--- config.mk ---
export PLATFORM = sky130hd
export DESIGN_NAME = flkv_ctrl
export DESIGN_NICKNAME = d
export VERILOG_FILES = /design/src/rtl/flkv_pkg.sv /design/src/rtl/flkv_ctrl.sv
export SDC_FILE = /design/constraint.sdc
export NUM_CORES = 1
export LEC_CHECK = 0
export ABC_AREA = 1
export BUFFER_PORTS_ARGS = -buffer_cell sky130_fd_sc_hd__buf_4
export CAP_MARGIN = 20
export CORE_ASPECT_RATIO = 1.5
export CORE_MARGIN = 8
export CORE_UTILIZATION = 35
export DETAILED_ROUTE_END_ITERATION = 8
export PLACE_DENSITY_LB_ADDON = 0.12
export SYNTH_ARGS = -nofsm -noshare
export SYNTH_HDL_FRONTEND = slang
export SYNTH_SLANG_ARGS = --single-unit
--- constraint.sdc ---
create_clock -name i_clk -period 12 [get_ports i_clk]
set_input_delay 0 -clock i_clk [delete_from_list [all_inputs] [get_ports i_clk]]
set_output_delay 0 -clock i_clk [all_outputs]
set_load 0.01 [all_outputs]
--- src/rtl/flkv_pkg.sv ---
// Shared types, codes and CRC helper for the flash log key-value store.
// Used by flkv_ctrl, flkv_dpath and the top level; depends on nothing.
`timescale 1ns / 1ps
`default_nettype none

package flkv_pkg;

    // request actions
    localparam logic [1:0] ACT_MOUNT  = 2'd0;
    localparam logic [1:0] ACT_PUT    = 2'd1;
    localparam logic [1:0] ACT_GET    = 2'd2;
    localparam logic [1:0] ACT_DELETE = 2'd3;

    // result status codes
    localparam logic [1:0] STS_OK       = 2'd0;
    localparam logic [1:0] STS_NOTFOUND = 2'd1;
    localparam logic [1:0] STS_BADARG   = 2'd2;
    localparam logic [1:0] STS_FULL     = 2'd3;

    // on-flash layout
    localparam logic [7:0]  MAGIC      = 8'h5A;
    localparam logic [7:0]  REC_VALID  = 8'hAA;
    localparam logic [7:0]  REC_DEAD   = 8'h00;
    localparam logic [7:0]  ERASED     = 8'hFF;
    localparam int          HDR_LEN    = 4;
    localparam int          REC_OVH    = 6;
    localparam int          MAX_VAL_BYTES = 8;
    localparam logic [15:0] SEQ_HALF   = 16'h8000;

    // CRC-16-CCITT, MSB first
    localparam logic [15:0] CRC_POLY = 16'h1021;
    localparam logic [15:0] CRC_INIT = 16'hFFFF;

    typedef struct packed {
        logic       rd_en;
        logic       wr_en;
        logic       wr_and;      // program: AND new bits into the byte just read
        logic [7:0] wdata;
        logic       crc_init;
        logic       crc_feed_rd; // feed the registered read byte
        logic       crc_feed_wr; // feed the byte being written
    } t_dp_cmd;

    typedef struct packed {
        logic [7:0]  rdata;
        logic [15:0] crc;
    } t_dp_stat;

    function automatic logic [15:0] f_crc_byte(input logic [15:0] crc_in,
                                               input logic [7:0]  data);
        logic [15:0] c;
        c = crc_in ^ {data, 8'h00};
        for (int b = 0; b < 8; b++) begin
            if (c[15]) begin
                c = {c[14:0], 1'b0} ^ CRC_POLY;
            end else begin
                c = {c[14:0], 1'b0};
            end
        end
        return c;
    endfunction

endpackage

`default_nettype wire

--- src/rtl/flkv_ctrl.sv ---
// Controller: request sequencer for mount, put, get, delete and compaction.
// Depends on flkv_pkg; drives flkv_dpath through command and status structs.
`timescale 1ns / 1ps
`default_nettype none

module flkv_ctrl
    import flkv_pkg::*;
#(
    parameter int PAGE_BYTES = 1024
) (
    input  wire logic                              i_clk,
    input  wire logic                              i_rst_n,
    input  wire logic                              start,
    output logic                                   busy,
    input  wire logic [1:0]                        i_action,
    input  wire logic [15:0]                       i_key,
    input  wire logic [63:0]                       i_value,
    input  wire logic [3:0]                        i_value_len,
    input  wire logic [7:0]                        i_capacity,
    output logic                                   o_done,
    output logic [1:0]                             o_status,
    output logic [63:0]                            o_value_out,
    output logic [3:0]                             o_value_len_out,
    output t_dp_cmd                                o_cmd,
    output logic [$clog2(2*PAGE_BYTES)-1:0]        o_addr,
    input  wire t_dp_stat                          i_stat
);
    localparam int AW = $clog2(2 * PAGE_BYTES);
    localparam int OW = $clog2(PAGE_BYTES + 1);
    localparam int SW = OW + 1;
    localparam logic [SW-1:0] PAGE_W    = SW'(PAGE_BYTES);
    localparam logic [OW-1:0] PAGE_LAST = OW'(PAGE_BYTES - 1);
    localparam logic [AW-1:0] MEM_LAST  = AW'(2 * PAGE_BYTES - 1);
    localparam logic [OW-1:0] OFF_HDR   = OW'(HDR_LEN);
    localparam logic [OW-1:0] OFF_OVH   = OW'(REC_OVH);

    typedef enum logic [5:0] {
        ST_CLR, ST_IDLE, ST_FIN,
        ST_MT_RD, ST_MT_CAP, ST_MT_DEC, ST_MT_FMT, ST_MT_FMT2,
        ST_MT_WALK0, ST_MT_WALK, ST_MT_CMPD,
        ST_PUT_CHK, ST_PUT_LAT, ST_PUT_APP, ST_PUT_KILL,
        ST_GET_END, ST_DEL_END,
        ST_LAT_NEXT, ST_LAT_CHK,
        ST_SC_START, ST_SC_RD, ST_SC_CAP, ST_EM_RD, ST_EM_CK,
        ST_AP_START, ST_AP_RD, ST_AP_WR,
        ST_PG_RD, ST_PG_WR,
        ST_ER,
        ST_HD, ST_HD_NX,
        ST_CMP_START, ST_CMP_S1, ST_CMP_S2, ST_CMP_W0, ST_CMP_SCAN,
        ST_CMP_REC, ST_CMP_CPY, ST_CMP_ADV, ST_CMP_ERS, ST_CMP_END
    } t_state;

    t_state r_state;
    t_state r_ret_scan, r_ret_lat, r_ret_app, r_ret_prog, r_ret_er, r_ret_hd, r_ret_cmp;

    // store state
    logic          r_cur;
    logic [OW-1:0] r_wo;
    // request
    logic [15:0]   r_key;
    logic [63:0]   r_val;
    logic [3:0]    r_vlen;
    logic [7:0]    r_cap;
    logic [1:0]    r_status;
    logic [63:0]   r_ov;
    logic [3:0]    r_ol;
    // clearing sweep
    logic [AW-1:0] r_ca;
    // mount header bytes
    logic [2:0]    r_midx;
    logic [47:0]   r_hdr;
    // record scan
    logic          r_spg;
    logic [OW-1:0] r_off;
    logic [3:0]    r_idx;
    logic [7:0]    r_st;
    logic [15:0]   r_k;
    logic [7:0]    r_len;
    logic [63:0]   r_vb;
    logic [7:0]    r_hi;
    logic          r_crcok, r_srec, r_torn, r_need_torn;
    logic [OW-1:0] r_sw;
    // latest-record search
    logic [15:0]   r_lkey;
    logic          r_fnd;
    logic [OW-1:0] r_foff;
    logic [3:0]    r_flen;
    logic [63:0]   r_fval;
    // append
    logic          r_apg;
    logic [OW-1:0] r_aoff;
    logic [15:0]   r_akey;
    logic [3:0]    r_alen;
    logic [63:0]   r_aval;
    logic [3:0]    r_aidx;
    // program and erase
    logic [AW-1:0] r_paddr;
    logic [7:0]    r_pbyte;
    logic          r_epg;
    // header
    logic          r_hpg;
    logic [15:0]   r_hseq;
    logic [1:0]    r_hidx;
    // compaction
    logic [OW-1:0] r_cpos, r_outp;
    logic [15:0]   r_seq;
    logic [15:0]   r_ckey;
    logic [3:0]    r_clen;
    logic [63:0]   r_cval;
    logic [1:0]    r_cst;

    function automatic logic [AW-1:0] f_addr(input logic pg, input logic [OW-1:0] off);
        return pg ? (AW'(PAGE_BYTES) + AW'(off)) : AW'(off);
    endfunction

    logic [7:0]    b;
    logic [3:0]    sc_vi, ap_vi;
    logic          sc_feed;
    logic [7:0]    ap_byte;
    logic [OW-1:0] sc_off;
    logic [OW-1:0] ap_off;
    logic [7:0]    hd_byte;

    assign b      = i_stat.rdata;
    assign sc_vi  = r_idx - 4'd4;
    assign ap_vi  = r_aidx - 4'd3;
    assign sc_off = r_off + OW'(r_idx);
    assign ap_off = r_aoff + OW'(1) + OW'(r_aidx);
    assign busy   = (r_state != ST_IDLE);

    always_comb begin
        sc_feed = ((r_idx >= 4'd1) && (r_idx <= 4'd3)) ||
                  ((r_idx >= 4'd4) && (r_idx < 4'd4 + r_len[3:0]));
        if (r_aidx == 4'd0) begin
            ap_byte = r_akey[7:0];
        end else if (r_aidx == 4'd1) begin
            ap_byte = r_akey[15:8];
        end else if (r_aidx == 4'd2) begin
            ap_byte = {4'd0, r_alen};
        end else if (r_aidx < 4'd3 + r_alen) begin
            ap_byte = r_aval[8*ap_vi[2:0] +: 8];
        end else if (r_aidx == 4'd3 + r_alen) begin
            ap_byte = i_stat.crc[15:8];
        end else begin
            ap_byte = i_stat.crc[7:0];
        end
        case (r_hidx)
            2'd0:    hd_byte = MAGIC;
            2'd1:    hd_byte = r_hseq[7:0];
            2'd2:    hd_byte = r_hseq[15:8];
            default: hd_byte = ERASED;
        endcase
    end

    // datapath commands
    always_comb begin
        o_cmd  = '0;
        o_addr = '0;
        case (r_state)
            ST_CLR: begin
                o_cmd.wr_en = 1'b1;
                o_cmd.wdata = ERASED;
                o_addr      = r_ca;
            end
            ST_MT_RD: begin
                o_cmd.rd_en = 1'b1;
                o_addr = (r_midx >= 3'd3) ? f_addr(1'b1, OW'(r_midx - 3'd3))
                                          : f_addr(1'b0, OW'(r_midx));
            end
            ST_SC_START: o_cmd.crc_init = 1'b1;
            ST_SC_RD: begin
                o_cmd.rd_en = 1'b1;
                o_addr      = f_addr(r_spg, sc_off);
            end
            ST_SC_CAP: o_cmd.crc_feed_rd = sc_feed;
            ST_EM_RD: begin
                o_cmd.rd_en = 1'b1;
                o_addr      = f_addr(r_spg, r_sw);
            end
            ST_AP_START: o_cmd.crc_init = 1'b1;
            ST_AP_RD: begin
                o_cmd.rd_en = 1'b1;
                o_addr      = f_addr(r_apg, ap_off);
            end
            ST_AP_WR: begin
                o_cmd.wr_en       = 1'b1;
                o_cmd.wr_and      = 1'b1;
                o_cmd.wdata       = ap_byte;
                o_cmd.crc_feed_wr = (r_aidx < 4'd3 + r_alen);
                o_addr            = f_addr(r_apg, ap_off);
            end
            ST_PG_RD: begin
                o_cmd.rd_en = 1'b1;
                o_addr      = r_paddr;
            end
            ST_PG_WR: begin
                o_cmd.wr_en  = 1'b1;
                o_cmd.wr_and = 1'b1;
                o_cmd.wdata  = r_pbyte;
                o_addr       = r_paddr;
            end
            ST_ER: begin
                o_cmd.wr_en = 1'b1;
                o_cmd.wdata = ERASED;
                o_addr      = f_addr(r_epg, r_sw);
            end
            ST_CMP_START: begin
                o_cmd.rd_en = 1'b1;
                o_addr      = f_addr(r_cur, OW'(1));
            end
            ST_CMP_S1: begin
                o_cmd.rd_en = 1'b1;
                o_addr      = f_addr(r_cur, OW'(2));
            end
            default: ;
        endcase
    end

    always_ff @(posedge i_clk) begin
        if (!i_rst_n) begin
            r_state    <= ST_CLR;
            r_ca       <= '0;
            r_cur      <= 1'b0;
            r_wo       <= '0;
            o_done     <= 1'b0;
            r_ret_scan <= ST_IDLE;
            r_ret_lat  <= ST_IDLE;
            r_ret_app  <= ST_IDLE;
            r_ret_prog <= ST_IDLE;
            r_ret_er   <= ST_IDLE;
            r_ret_hd   <= ST_IDLE;
            r_ret_cmp  <= ST_IDLE;
        end else begin
            o_done <= 1'b0;
            case (r_state)
                ST_CLR: begin
                    if (r_ca == MEM_LAST) begin
                        r_state <= ST_IDLE;
                    end else begin
                        r_ca <= r_ca + AW'(1);
                    end
                end

                ST_IDLE: begin
                    if (start) begin
                        r_key    <= i_key;
                        r_val    <= i_value;
                        r_vlen   <= i_value_len;
                        r_cap    <= i_capacity;
                        r_status <= STS_OK;
                        r_ov     <= '0;
                        r_ol     <= '0;
                        r_cst    <= STS_OK;
                        r_lkey   <= i_key;
                        r_off    <= OFF_HDR;
                        r_fnd    <= 1'b0;
                        case (i_action)
                            ACT_MOUNT: begin
                                r_midx  <= '0;
                                r_state <= ST_MT_RD;
                            end
                            ACT_PUT: begin
                                if (i_value_len == 4'd0 ||
                                    i_value_len > 4'(MAX_VAL_BYTES)) begin
                                    r_status <= STS_BADARG;
                                    r_state  <= ST_FIN;
                                end else if (SW'(r_wo) + SW'(REC_OVH) + SW'(i_value_len)
                                             > PAGE_W) begin
                                    r_ret_cmp <= ST_PUT_CHK;
                                    r_state   <= ST_CMP_START;
                                end else begin
                                    r_state <= ST_PUT_LAT;
                                end
                            end
                            ACT_GET: begin
                                r_ret_lat <= ST_GET_END;
                                r_state   <= ST_LAT_NEXT;
                            end
                            default: begin
                                r_ret_lat <= ST_DEL_END;
                                r_state   <= ST_LAT_NEXT;
                            end
                        endcase
                    end
                end

                ST_FIN: begin
                    o_done          <= 1'b1;
                    o_status        <= r_status;
                    o_value_out     <= r_ov;
                    o_value_len_out <= r_ol;
                    r_state         <= ST_IDLE;
                end

                // ---- mount ----
                ST_MT_RD: r_state <= ST_MT_CAP;
                ST_MT_CAP: begin
                    r_hdr <= {b, r_hdr[47:8]};
                    if (r_midx == 3'd5) begin
                        r_state <= ST_MT_DEC;
                    end else begin
                        r_midx  <= r_midx + 3'd1;
                        r_state <= ST_MT_RD;
                    end
                end
                ST_MT_DEC: begin
                    if (r_hdr[7:0] != MAGIC && r_hdr[31:24] != MAGIC) begin
                        r_epg    <= 1'b0;
                        r_sw     <= '0;
                        r_ret_er <= ST_MT_FMT;
                        r_state  <= ST_ER;
                    end else if (r_hdr[7:0] == MAGIC && r_hdr[31:24] == MAGIC) begin
                        // newer by serial compare; equal sequences pick page 1
                        if ((r_hdr[47:32] - r_hdr[23:8]) < SEQ_HALF) begin
                            r_cur <= 1'b1;
                            r_epg <= 1'b0;
                        end else begin
                            r_cur <= 1'b0;
                            r_epg <= 1'b1;
                        end
                        r_sw     <= '0;
                        r_ret_er <= ST_MT_WALK0;
                        r_state  <= ST_ER;
                    end else begin
                        r_cur   <= (r_hdr[7:0] != MAGIC);
                        r_state <= ST_MT_WALK0;
                    end
                end
                ST_MT_FMT: begin
                    r_hpg    <= 1'b0;
                    r_hseq   <= 16'd1;
                    r_hidx   <= '0;
                    r_ret_hd <= ST_MT_FMT2;
                    r_state  <= ST_HD;
                end
                ST_MT_FMT2: begin
                    r_cur   <= 1'b0;
                    r_wo    <= OFF_HDR;
                    r_state <= ST_FIN;
                end
                ST_MT_WALK0: begin
                    r_off       <= OFF_HDR;
                    r_spg       <= r_cur;
                    r_need_torn <= 1'b1;
                    r_ret_scan  <= ST_MT_WALK;
                    r_state     <= ST_SC_START;
                end
                ST_MT_WALK: begin
                    if (r_srec) begin
                        r_off   <= r_off + OFF_OVH + OW'(r_len[3:0]);
                        r_state <= ST_SC_START;
                    end else begin
                        r_wo <= r_off;
                        if (r_torn) begin
                            r_ret_cmp <= ST_MT_CMPD;
                            r_state   <= ST_CMP_START;
                        end else begin
                            r_state <= ST_FIN;
                        end
                    end
                end
                ST_MT_CMPD: begin
                    r_status <= r_cst;
                    r_state  <= ST_FIN;
                end

                // ---- put ----
                ST_PUT_CHK: begin
                    if (r_cst != STS_OK) begin
                        r_status <= r_cst;
                        r_state  <= ST_FIN;
                    end else if (SW'(r_wo) + SW'(REC_OVH) + SW'(r_vlen) > PAGE_W) begin
                        r_status <= STS_FULL;
                        r_state  <= ST_FIN;
                    end else begin
                        r_state <= ST_PUT_LAT;
                    end
                end
                ST_PUT_LAT: begin
                    r_lkey    <= r_key;
                    r_off     <= OFF_HDR;
                    r_fnd     <= 1'b0;
                    r_ret_lat <= ST_PUT_APP;
                    r_state   <= ST_LAT_NEXT;
                end
                ST_PUT_APP: begin
                    r_apg     <= r_cur;
                    r_aoff    <= r_wo;
                    r_akey    <= r_key;
                    r_alen    <= r_vlen;
                    r_aval    <= r_val;
                    r_ret_app <= ST_PUT_KILL;
                    r_state   <= ST_AP_START;
                end
                ST_PUT_KILL: begin
                    r_wo <= r_wo + OFF_OVH + OW'(r_vlen);
                    if (r_fnd) begin
                        r_paddr    <= f_addr(r_cur, r_foff);
                        r_pbyte    <= REC_DEAD;
                        r_ret_prog <= ST_FIN;
                        r_state    <= ST_PG_RD;
                    end else begin
                        r_state <= ST_FIN;
                    end
                end

                // ---- get / delete ----
                ST_GET_END: begin
                    if (!r_fnd) begin
                        r_status <= STS_NOTFOUND;
                    end else if ({4'd0, r_flen} > r_cap) begin
                        r_status <= STS_BADARG;
                    end else begin
                        r_ov <= r_fval;
                        r_ol <= r_flen;
                    end
                    r_state <= ST_FIN;
                end
                ST_DEL_END: begin
                    if (!r_fnd) begin
                        r_status <= STS_NOTFOUND;
                        r_state  <= ST_FIN;
                    end else begin
                        r_paddr    <= f_addr(r_cur, r_foff);
                        r_pbyte    <= REC_DEAD;
                        r_ret_prog <= ST_FIN;
                        r_state    <= ST_PG_RD;
                    end
                end

                // ---- latest valid record of r_lkey from r_off on ----
                ST_LAT_NEXT: begin
                    r_spg       <= r_cur;
                    r_need_torn <= 1'b0;
                    r_ret_scan  <= ST_LAT_CHK;
                    r_state     <= ST_SC_START;
                end
                ST_LAT_CHK: begin
                    if (!r_srec) begin
                        r_state <= r_ret_lat;
                    end else begin
                        if (r_st == REC_VALID && r_k == r_lkey && r_crcok) begin
                            r_fnd  <= 1'b1;
                            r_foff <= r_off;
                            r_flen <= r_len[3:0];
                            r_fval <= r_vb;
                        end
                        r_off   <= r_off + OFF_OVH + OW'(r_len[3:0]);
                        r_state <= ST_SC_START;
                    end
                end

                // ---- scan one record at r_off ----
                ST_SC_START: begin
                    if (SW'(r_off) + SW'(REC_OVH) > PAGE_W) begin
                        r_srec  <= 1'b0;
                        r_torn  <= 1'b0;
                        r_state <= r_ret_scan;
                    end else begin
                        r_idx   <= '0;
                        r_vb    <= '0;
                        r_state <= ST_SC_RD;
                    end
                end
                ST_SC_RD: r_state <= ST_SC_CAP;
                ST_SC_CAP: begin
                    r_idx   <= r_idx + 4'd1;
                    r_state <= ST_SC_RD;
                    if (r_idx == 4'd0) begin
                        r_st <= b;
                    end else if (r_idx == 4'd1) begin
                        r_k[7:0] <= b;
                    end else if (r_idx == 4'd2) begin
                        r_k[15:8] <= b;
                    end else if (r_idx == 4'd3) begin
                        r_len <= b;
                        if (r_st == ERASED) begin
                            if (r_need_torn) begin
                                r_sw    <= r_off;
                                r_state <= ST_EM_RD;
                            end else begin
                                r_srec  <= 1'b0;
                                r_torn  <= 1'b0;
                                r_state <= r_ret_scan;
                            end
                        end else if (b > 8'(MAX_VAL_BYTES) ||
                                     SW'(r_off) + SW'(REC_OVH) + SW'(b[3:0]) > PAGE_W) begin
                            r_srec  <= 1'b0;
                            r_torn  <= 1'b1;
                            r_state <= r_ret_scan;
                        end
                    end else if (r_idx < 4'd4 + r_len[3:0]) begin
                        r_vb[8*sc_vi[2:0] +: 8] <= b;
                    end else if (r_idx == 4'd4 + r_len[3:0]) begin
                        r_hi <= b;
                    end else begin
                        r_crcok <= (i_stat.crc == {r_hi, b});
                        r_srec  <= 1'b1;
                        r_torn  <= 1'b0;
                        r_state <= r_ret_scan;
                    end
                end
                // empty state byte: anything programmed after it means a torn tail
                ST_EM_RD: r_state <= ST_EM_CK;
                ST_EM_CK: begin
                    if (b != ERASED) begin
                        r_srec  <= 1'b0;
                        r_torn  <= 1'b1;
                        r_state <= r_ret_scan;
                    end else if (r_sw == PAGE_LAST) begin
                        r_srec  <= 1'b0;
                        r_torn  <= 1'b0;
                        r_state <= r_ret_scan;
                    end else begin
                        r_sw    <= r_sw + OW'(1);
                        r_state <= ST_EM_RD;
                    end
                end

                // ---- append a record: body, CRC, then state byte ----
                ST_AP_START: begin
                    r_aidx  <= '0;
                    r_state <= ST_AP_RD;
                end
                ST_AP_RD: r_state <= ST_AP_WR;
                ST_AP_WR: begin
                    if (r_aidx == 4'd4 + r_alen) begin
                        r_paddr    <= f_addr(r_apg, r_aoff);
                        r_pbyte    <= REC_VALID;
                        r_ret_prog <= r_ret_app;
                        r_state    <= ST_PG_RD;
                    end else begin
                        r_aidx  <= r_aidx + 4'd1;
                        r_state <= ST_AP_RD;
                    end
                end

                // ---- program one byte ----
                ST_PG_RD: r_state <= ST_PG_WR;
                ST_PG_WR: r_state <= r_ret_prog;

                // ---- erase one page ----
                ST_ER: begin
                    if (r_sw == PAGE_LAST) begin
                        r_state <= r_ret_er;
                    end else begin
                        r_sw <= r_sw + OW'(1);
                    end
                end

                // ---- page header ----
                ST_HD: begin
                    r_paddr    <= f_addr(r_hpg, OW'(r_hidx));
                    r_pbyte    <= hd_byte;
                    r_ret_prog <= ST_HD_NX;
                    r_state    <= ST_PG_RD;
                end
                ST_HD_NX: begin
                    if (r_hidx == 2'd3) begin
                        r_state <= r_ret_hd;
                    end else begin
                        r_hidx  <= r_hidx + 2'd1;
                        r_state <= ST_HD;
                    end
                end

                // ---- compaction into the other page ----
                ST_CMP_START: r_state <= ST_CMP_S1;
                ST_CMP_S1: begin
                    r_seq[7:0] <= b;
                    r_state    <= ST_CMP_S2;
                end
                ST_CMP_S2: begin
                    r_seq[15:8] <= b;
                    r_epg       <= ~r_cur;
                    r_sw        <= '0;
                    r_ret_er    <= ST_CMP_W0;
                    r_state     <= ST_ER;
                end
                ST_CMP_W0: begin
                    r_cpos  <= OFF_HDR;
                    r_outp  <= OFF_HDR;
                    r_state <= ST_CMP_SCAN;
                end
                ST_CMP_SCAN: begin
                    r_off       <= r_cpos;
                    r_spg       <= r_cur;
                    r_need_torn <= 1'b0;
                    r_ret_scan  <= ST_CMP_REC;
                    r_state     <= ST_SC_START;
                end
                ST_CMP_REC: begin
                    if (!r_srec) begin
                        r_hpg    <= ~r_cur;
                        r_hseq   <= r_seq + 16'd1;
                        r_hidx   <= '0;
                        r_ret_hd <= ST_CMP_ERS;
                        r_state  <= ST_HD;
                    end else begin
                        r_ckey <= r_k;
                        r_clen <= r_len[3:0];
                        r_cval <= r_vb;
                        r_cpos <= r_cpos + OFF_OVH + OW'(r_len[3:0]);
                        if (r_st == REC_VALID && r_crcok) begin
                            // latest for its key only if no later good copy exists
                            r_lkey    <= r_k;
                            r_off     <= r_cpos + OFF_OVH + OW'(r_len[3:0]);
                            r_fnd     <= 1'b0;
                            r_ret_lat <= ST_CMP_CPY;
                            r_state   <= ST_LAT_NEXT;
                        end else begin
                            r_state <= ST_CMP_SCAN;
                        end
                    end
                end
                ST_CMP_CPY: begin
                    if (r_fnd) begin
                        r_state <= ST_CMP_SCAN;
                    end else if (SW'(r_outp) + SW'(REC_OVH) + SW'(r_clen) > PAGE_W) begin
                        r_cst   <= STS_FULL;
                        r_state <= r_ret_cmp;
                    end else begin
                        r_apg     <= ~r_cur;
                        r_aoff    <= r_outp;
                        r_akey    <= r_ckey;
                        r_alen    <= r_clen;
                        r_aval    <= r_cval;
                        r_ret_app <= ST_CMP_ADV;
                        r_state   <= ST_AP_START;
                    end
                end
                ST_CMP_ADV: begin
                    r_outp  <= r_outp + OFF_OVH + OW'(r_clen);
                    r_state <= ST_CMP_SCAN;
                end
                ST_CMP_ERS: begin
                    r_epg    <= r_cur;
                    r_sw     <= '0;
                    r_ret_er <= ST_CMP_END;
                    r_state  <= ST_ER;
                end
                ST_CMP_END: begin
                    r_cur   <= ~r_cur;
                    r_wo    <= r_outp;
                    r_cst   <= STS_OK;
                    r_state <= r_ret_cmp;
                end

                default: r_state <= ST_IDLE;
            endcase
        end
    end

endmodule

`default_nettype wire

==> metrics.md <==
| Metric | Value |
|---|---|
| Die Y | 420 µm |
| Final hold violation count | 0 |
| Critical path required time | 12.30 ns |
| First-pass GRT wire length | 191000 µm |
| Clock Sinks | about 830 |
| Most common cell in the netlist | nand2_1 |
| Seq pwr share | 0.522 |
| Nature of the critical path startpoint | flop |
| Register bit total from synthesis | 832 |
| Sequential cell area | between 20000 and 25000 µm² |
| Overall Global Routing Usage | 0.216 |
| Mapped cell area | 38100 µm² |
| Core area | 108000 µm² |
| Clock power frac | 0.456 |
| Met2 track demand over resource | 0.407 |
| Cell Rows | 148 |
| GP Congestion | 0.979 |
| Final setup viols | 0 |
| Grt met3 use | 0.0262 |
| Pint | 4.74 mW |
| CTS Buf Count | 88 |
| Port bufs | roughly 220 |
| Final period util | 0.426 |
| Clock latency on the worst-skew pair | 0.70 ns |
| Top post-synthesis cells by area | edfxtp_1 (61%), nand2_1 (7.9%), nor2_1 (4.0%), inv_1 (4.0%), ha_1 (3.4%) |
| First DRT Iteration DRCs | 2059 |
| Root buffer cell | clkbuf_16 |
| Via-to-Cell Ratio | 5.04 |
| Unrepaired setup endpoints after global routing | no |
| Die width | 285 µm |
| Multi-input logic area | 11700 µm² |
| Arr. time, crit path | 5.41 ns |
| Fin crit period | a little over 5 ns |
| Vias | 27800 |
| Max-Cap Viols | 0 |
| Yosys warns | 0 |
| I/O pin count | 218 |
| Cell accounting for the most synthesized area | edfxtp_1 |
| Critical Path Start | r_outp[1] |
| HP Class | in2reg |
| GR peak layer | met2 |
| Fmax | 196 MHz |
| Synth top cells by count | nand2_1 (799), edfxtp_1 (772), nor2_1 (407) |
| Vias in the first global route | ~28000 |
| Number of remaining DRC errors | 0 |
| WHS | 0.0347 ns |
| Critical Path End Type | flop |
| Nets | 4259 |
| Post-DP HPWL | just under 100000 µm |
| Sequential area share after synthesis | 0.641 |
| Slew @ Worst Pin | approximately 1.1 ns |
| Die ar. | 120000 µm² |
| Hold Crit Depth | 2 |
| Routed len/inst | 24.0 µm |
| Worst r2r path cells | 20 |
| Total wire length | between 100000 and 150000 µm |
| Detail Route Antenna Nets | 0 |
| CTS tree | built |
| Overall Power | about 6 mW |
| Final Skew | 0.0370 ns |
| Leakage | ~18 nW |
| Effective utilization at floorplan | 0.352 |
| 1st-pass router iterations | 5 |
| Worst r2r src | r_outp[1] |
| Routing usage on met1 | 0.242 |
| Setup bufs post-CTS | 0 |
| Hold Crit Start | i_value[22] |
| Combinational power share | 0.022 |
| Main synth FF type | edfxtp_1 |
| H-tree levels | 3 |
| EDFF count, synth | 772 |
| Slew HR | 0.299 |
| Initial antenna violation count | 1 |
| Yosys top cell area share | 0.609 |
| Synth-to-layout area growth | 20.3% |
| Clk slew on worst S/H paths | 0.06 ns |
| Layout cells sized above 1 | 0.119 |
| Final TNS setup | 0 ns |
| Pwr dens | roughly 130 nW/µm² |
| Final Max Slew Viols | 0 |
| Count of cell types in the netlist | 60 |
| Synthesized Nets | 3864 |
| Post-CTS sizing | 0 |
| Asr flop ratio synth | 0 |
| Syn avg cell area | ~10 µm² |
| Largest net degree at the start of global routing | 71 |
| Clock buffer depth | 3 |
| CP Max Fanout | 51 |
| Peak supply drop | 0.120 mV |
| Fillers | 10500 |
| CP Class | reg2reg |
| Hold Buf Count CTS | between 100 and 150 |
| Status | complete, no violations |
| Cells after Synth | 3630 |
| GRT Residual Overflow | 0 |
| Net switching fraction of the power | 0.209 |
| Sw Pwr | about 1.3 mW |
## per-layer routing
| layer | share of wire | vias to the layer above |
|---|---|---|
| met4 | 0.043 | 0 |
| met2 | 0.54 | 787 |
| met5 | 0 | - |
| met3 | 0.043 | 217 |
| li1 | - | 13200 |
| met1 | 0.38 | 13600 |
## power groups by stage
stage	logic [mW]	clock network, mW	registers (mW)
floorplan	0.0269	0	3.19
global placement	0.0926	0	3.19
detailed placement	0.0922	0	3.19
CTS	0.131	2.81	3.13
global route	0.140	2.90	3.13
finish	0.130	2.74	3.13
## cells in the final DEF (no fill, tap or decap), drive strengths merged, types with 11 or more instances in the layout
cell         instances
nor4                17
edfxtp             772
a221oi              14
xnor2               32
nor3                58
a211oi              11
ha                 104
inv                432
o22ai               14
o221ai              11
nand4               42
nor2               432
o211ai              27
dfxtp               60
nand2              821
a21oi              183
buf                253
clkbuf             111
a31oi               11
xor2                35
dlygate4sd3        145
nand3              172
o21ai              198
clkinv              47
## worst max-delay path, cell delays in order (launching register included)
cell	delay, ns
edfxtp_1	0.39
inv_1	0.09
ha_1	0.23
inv_1	0.06
ha_1	0.20
inv_1	0.09
fa_1	0.42
inv_1	0.12
nand2_1	0.06
nand2_1	0.14
xor2_1	0.21
nand3_1	0.09
nor2_1	0.10
nand2_1	0.07
nand2_2	0.18
nand2_1	0.08
nand2_1	0.09
o21ai_1	0.17
nor2_4	0.78
buf_4	0.49
buf_4	0.62
## per-stage QoR
stage / instances / utilization / instance area, µm² / setup slack (ns)
after floorplan: 3630 / - / 38100 / 3.61
after global placement: 5213 / 0.383 / 41400 / 6.99
after detailed placement: 5214 / 0.383 / 41500 / 6.91
after CTS: 5521 / 0.423 / 45700 / 6.83
after global routing: 5522 / 0.423 / 45800 / 6.57
final: 5525 / 0.423 / 45800 / 6.89
## cell type report
| class | count | share of cell area |
|---|---|---|
| Clock inverter | 51 | 0.0106 |
| Antenna cell | 3 | 0.000164 |
| Timing Repair Buffer | 398 | 0.0737 |
| Inverter | 440 | 0.0361 |
| Multi-Input combinational cell | 2265 | 0.256 |
| Sequential cell | 832 | 0.533 |
| Clock buffer | 111 | 0.0514 |
| Tap cell | 1425 | 0.0389 |
## cells by family (layout without fill, tap and decap cells)
| family | count (synthesis) | count (layout) | share of synthesized area |
|---|---|---|---|
| AND/OR/NAND/NOR | 1571 | 1571 | 0.174 |
| flip-flops | 832 | 832 | 0.641 |
| buffers and inverters | 533 | 1000 | 0.0531 |
| AO/OA/AOI/OAI | 514 | 514 | 0.0780 |
| adder cells (fa/ha/maj) | 113 | 113 | 0.0389 |
| XOR/XNOR | 67 | 67 | 0.0156 |
| other | 0 | 3 | 0 |
## worst paths after layout
check,endpoint,slack (ns)
max reg2reg,r_alen[0],6.89
min reg2reg,o_value_out[27],0.42
max,r_alen[0],6.89
min,r_val[22],0.03
## registers in the layout, summed over array words and instances (netlist names), 16 cells and up
| register | flops |
|---|---|
| r_hdr | 48 |
| r_ov | 64 |
| r_k | 16 |
| r_lkey | 16 |
| r_cval | 64 |
| r_seq | 16 |
| r_ckey | 16 |
| r_hseq | 16 |
| r_key | 16 |
| r_val | 64 |
| r_fval | 64 |
| r_vb | 64 |
| o_value_out | 64 |
| r_akey | 16 |
| r_aval | 64 |
(Power assumes the default switching activity.)
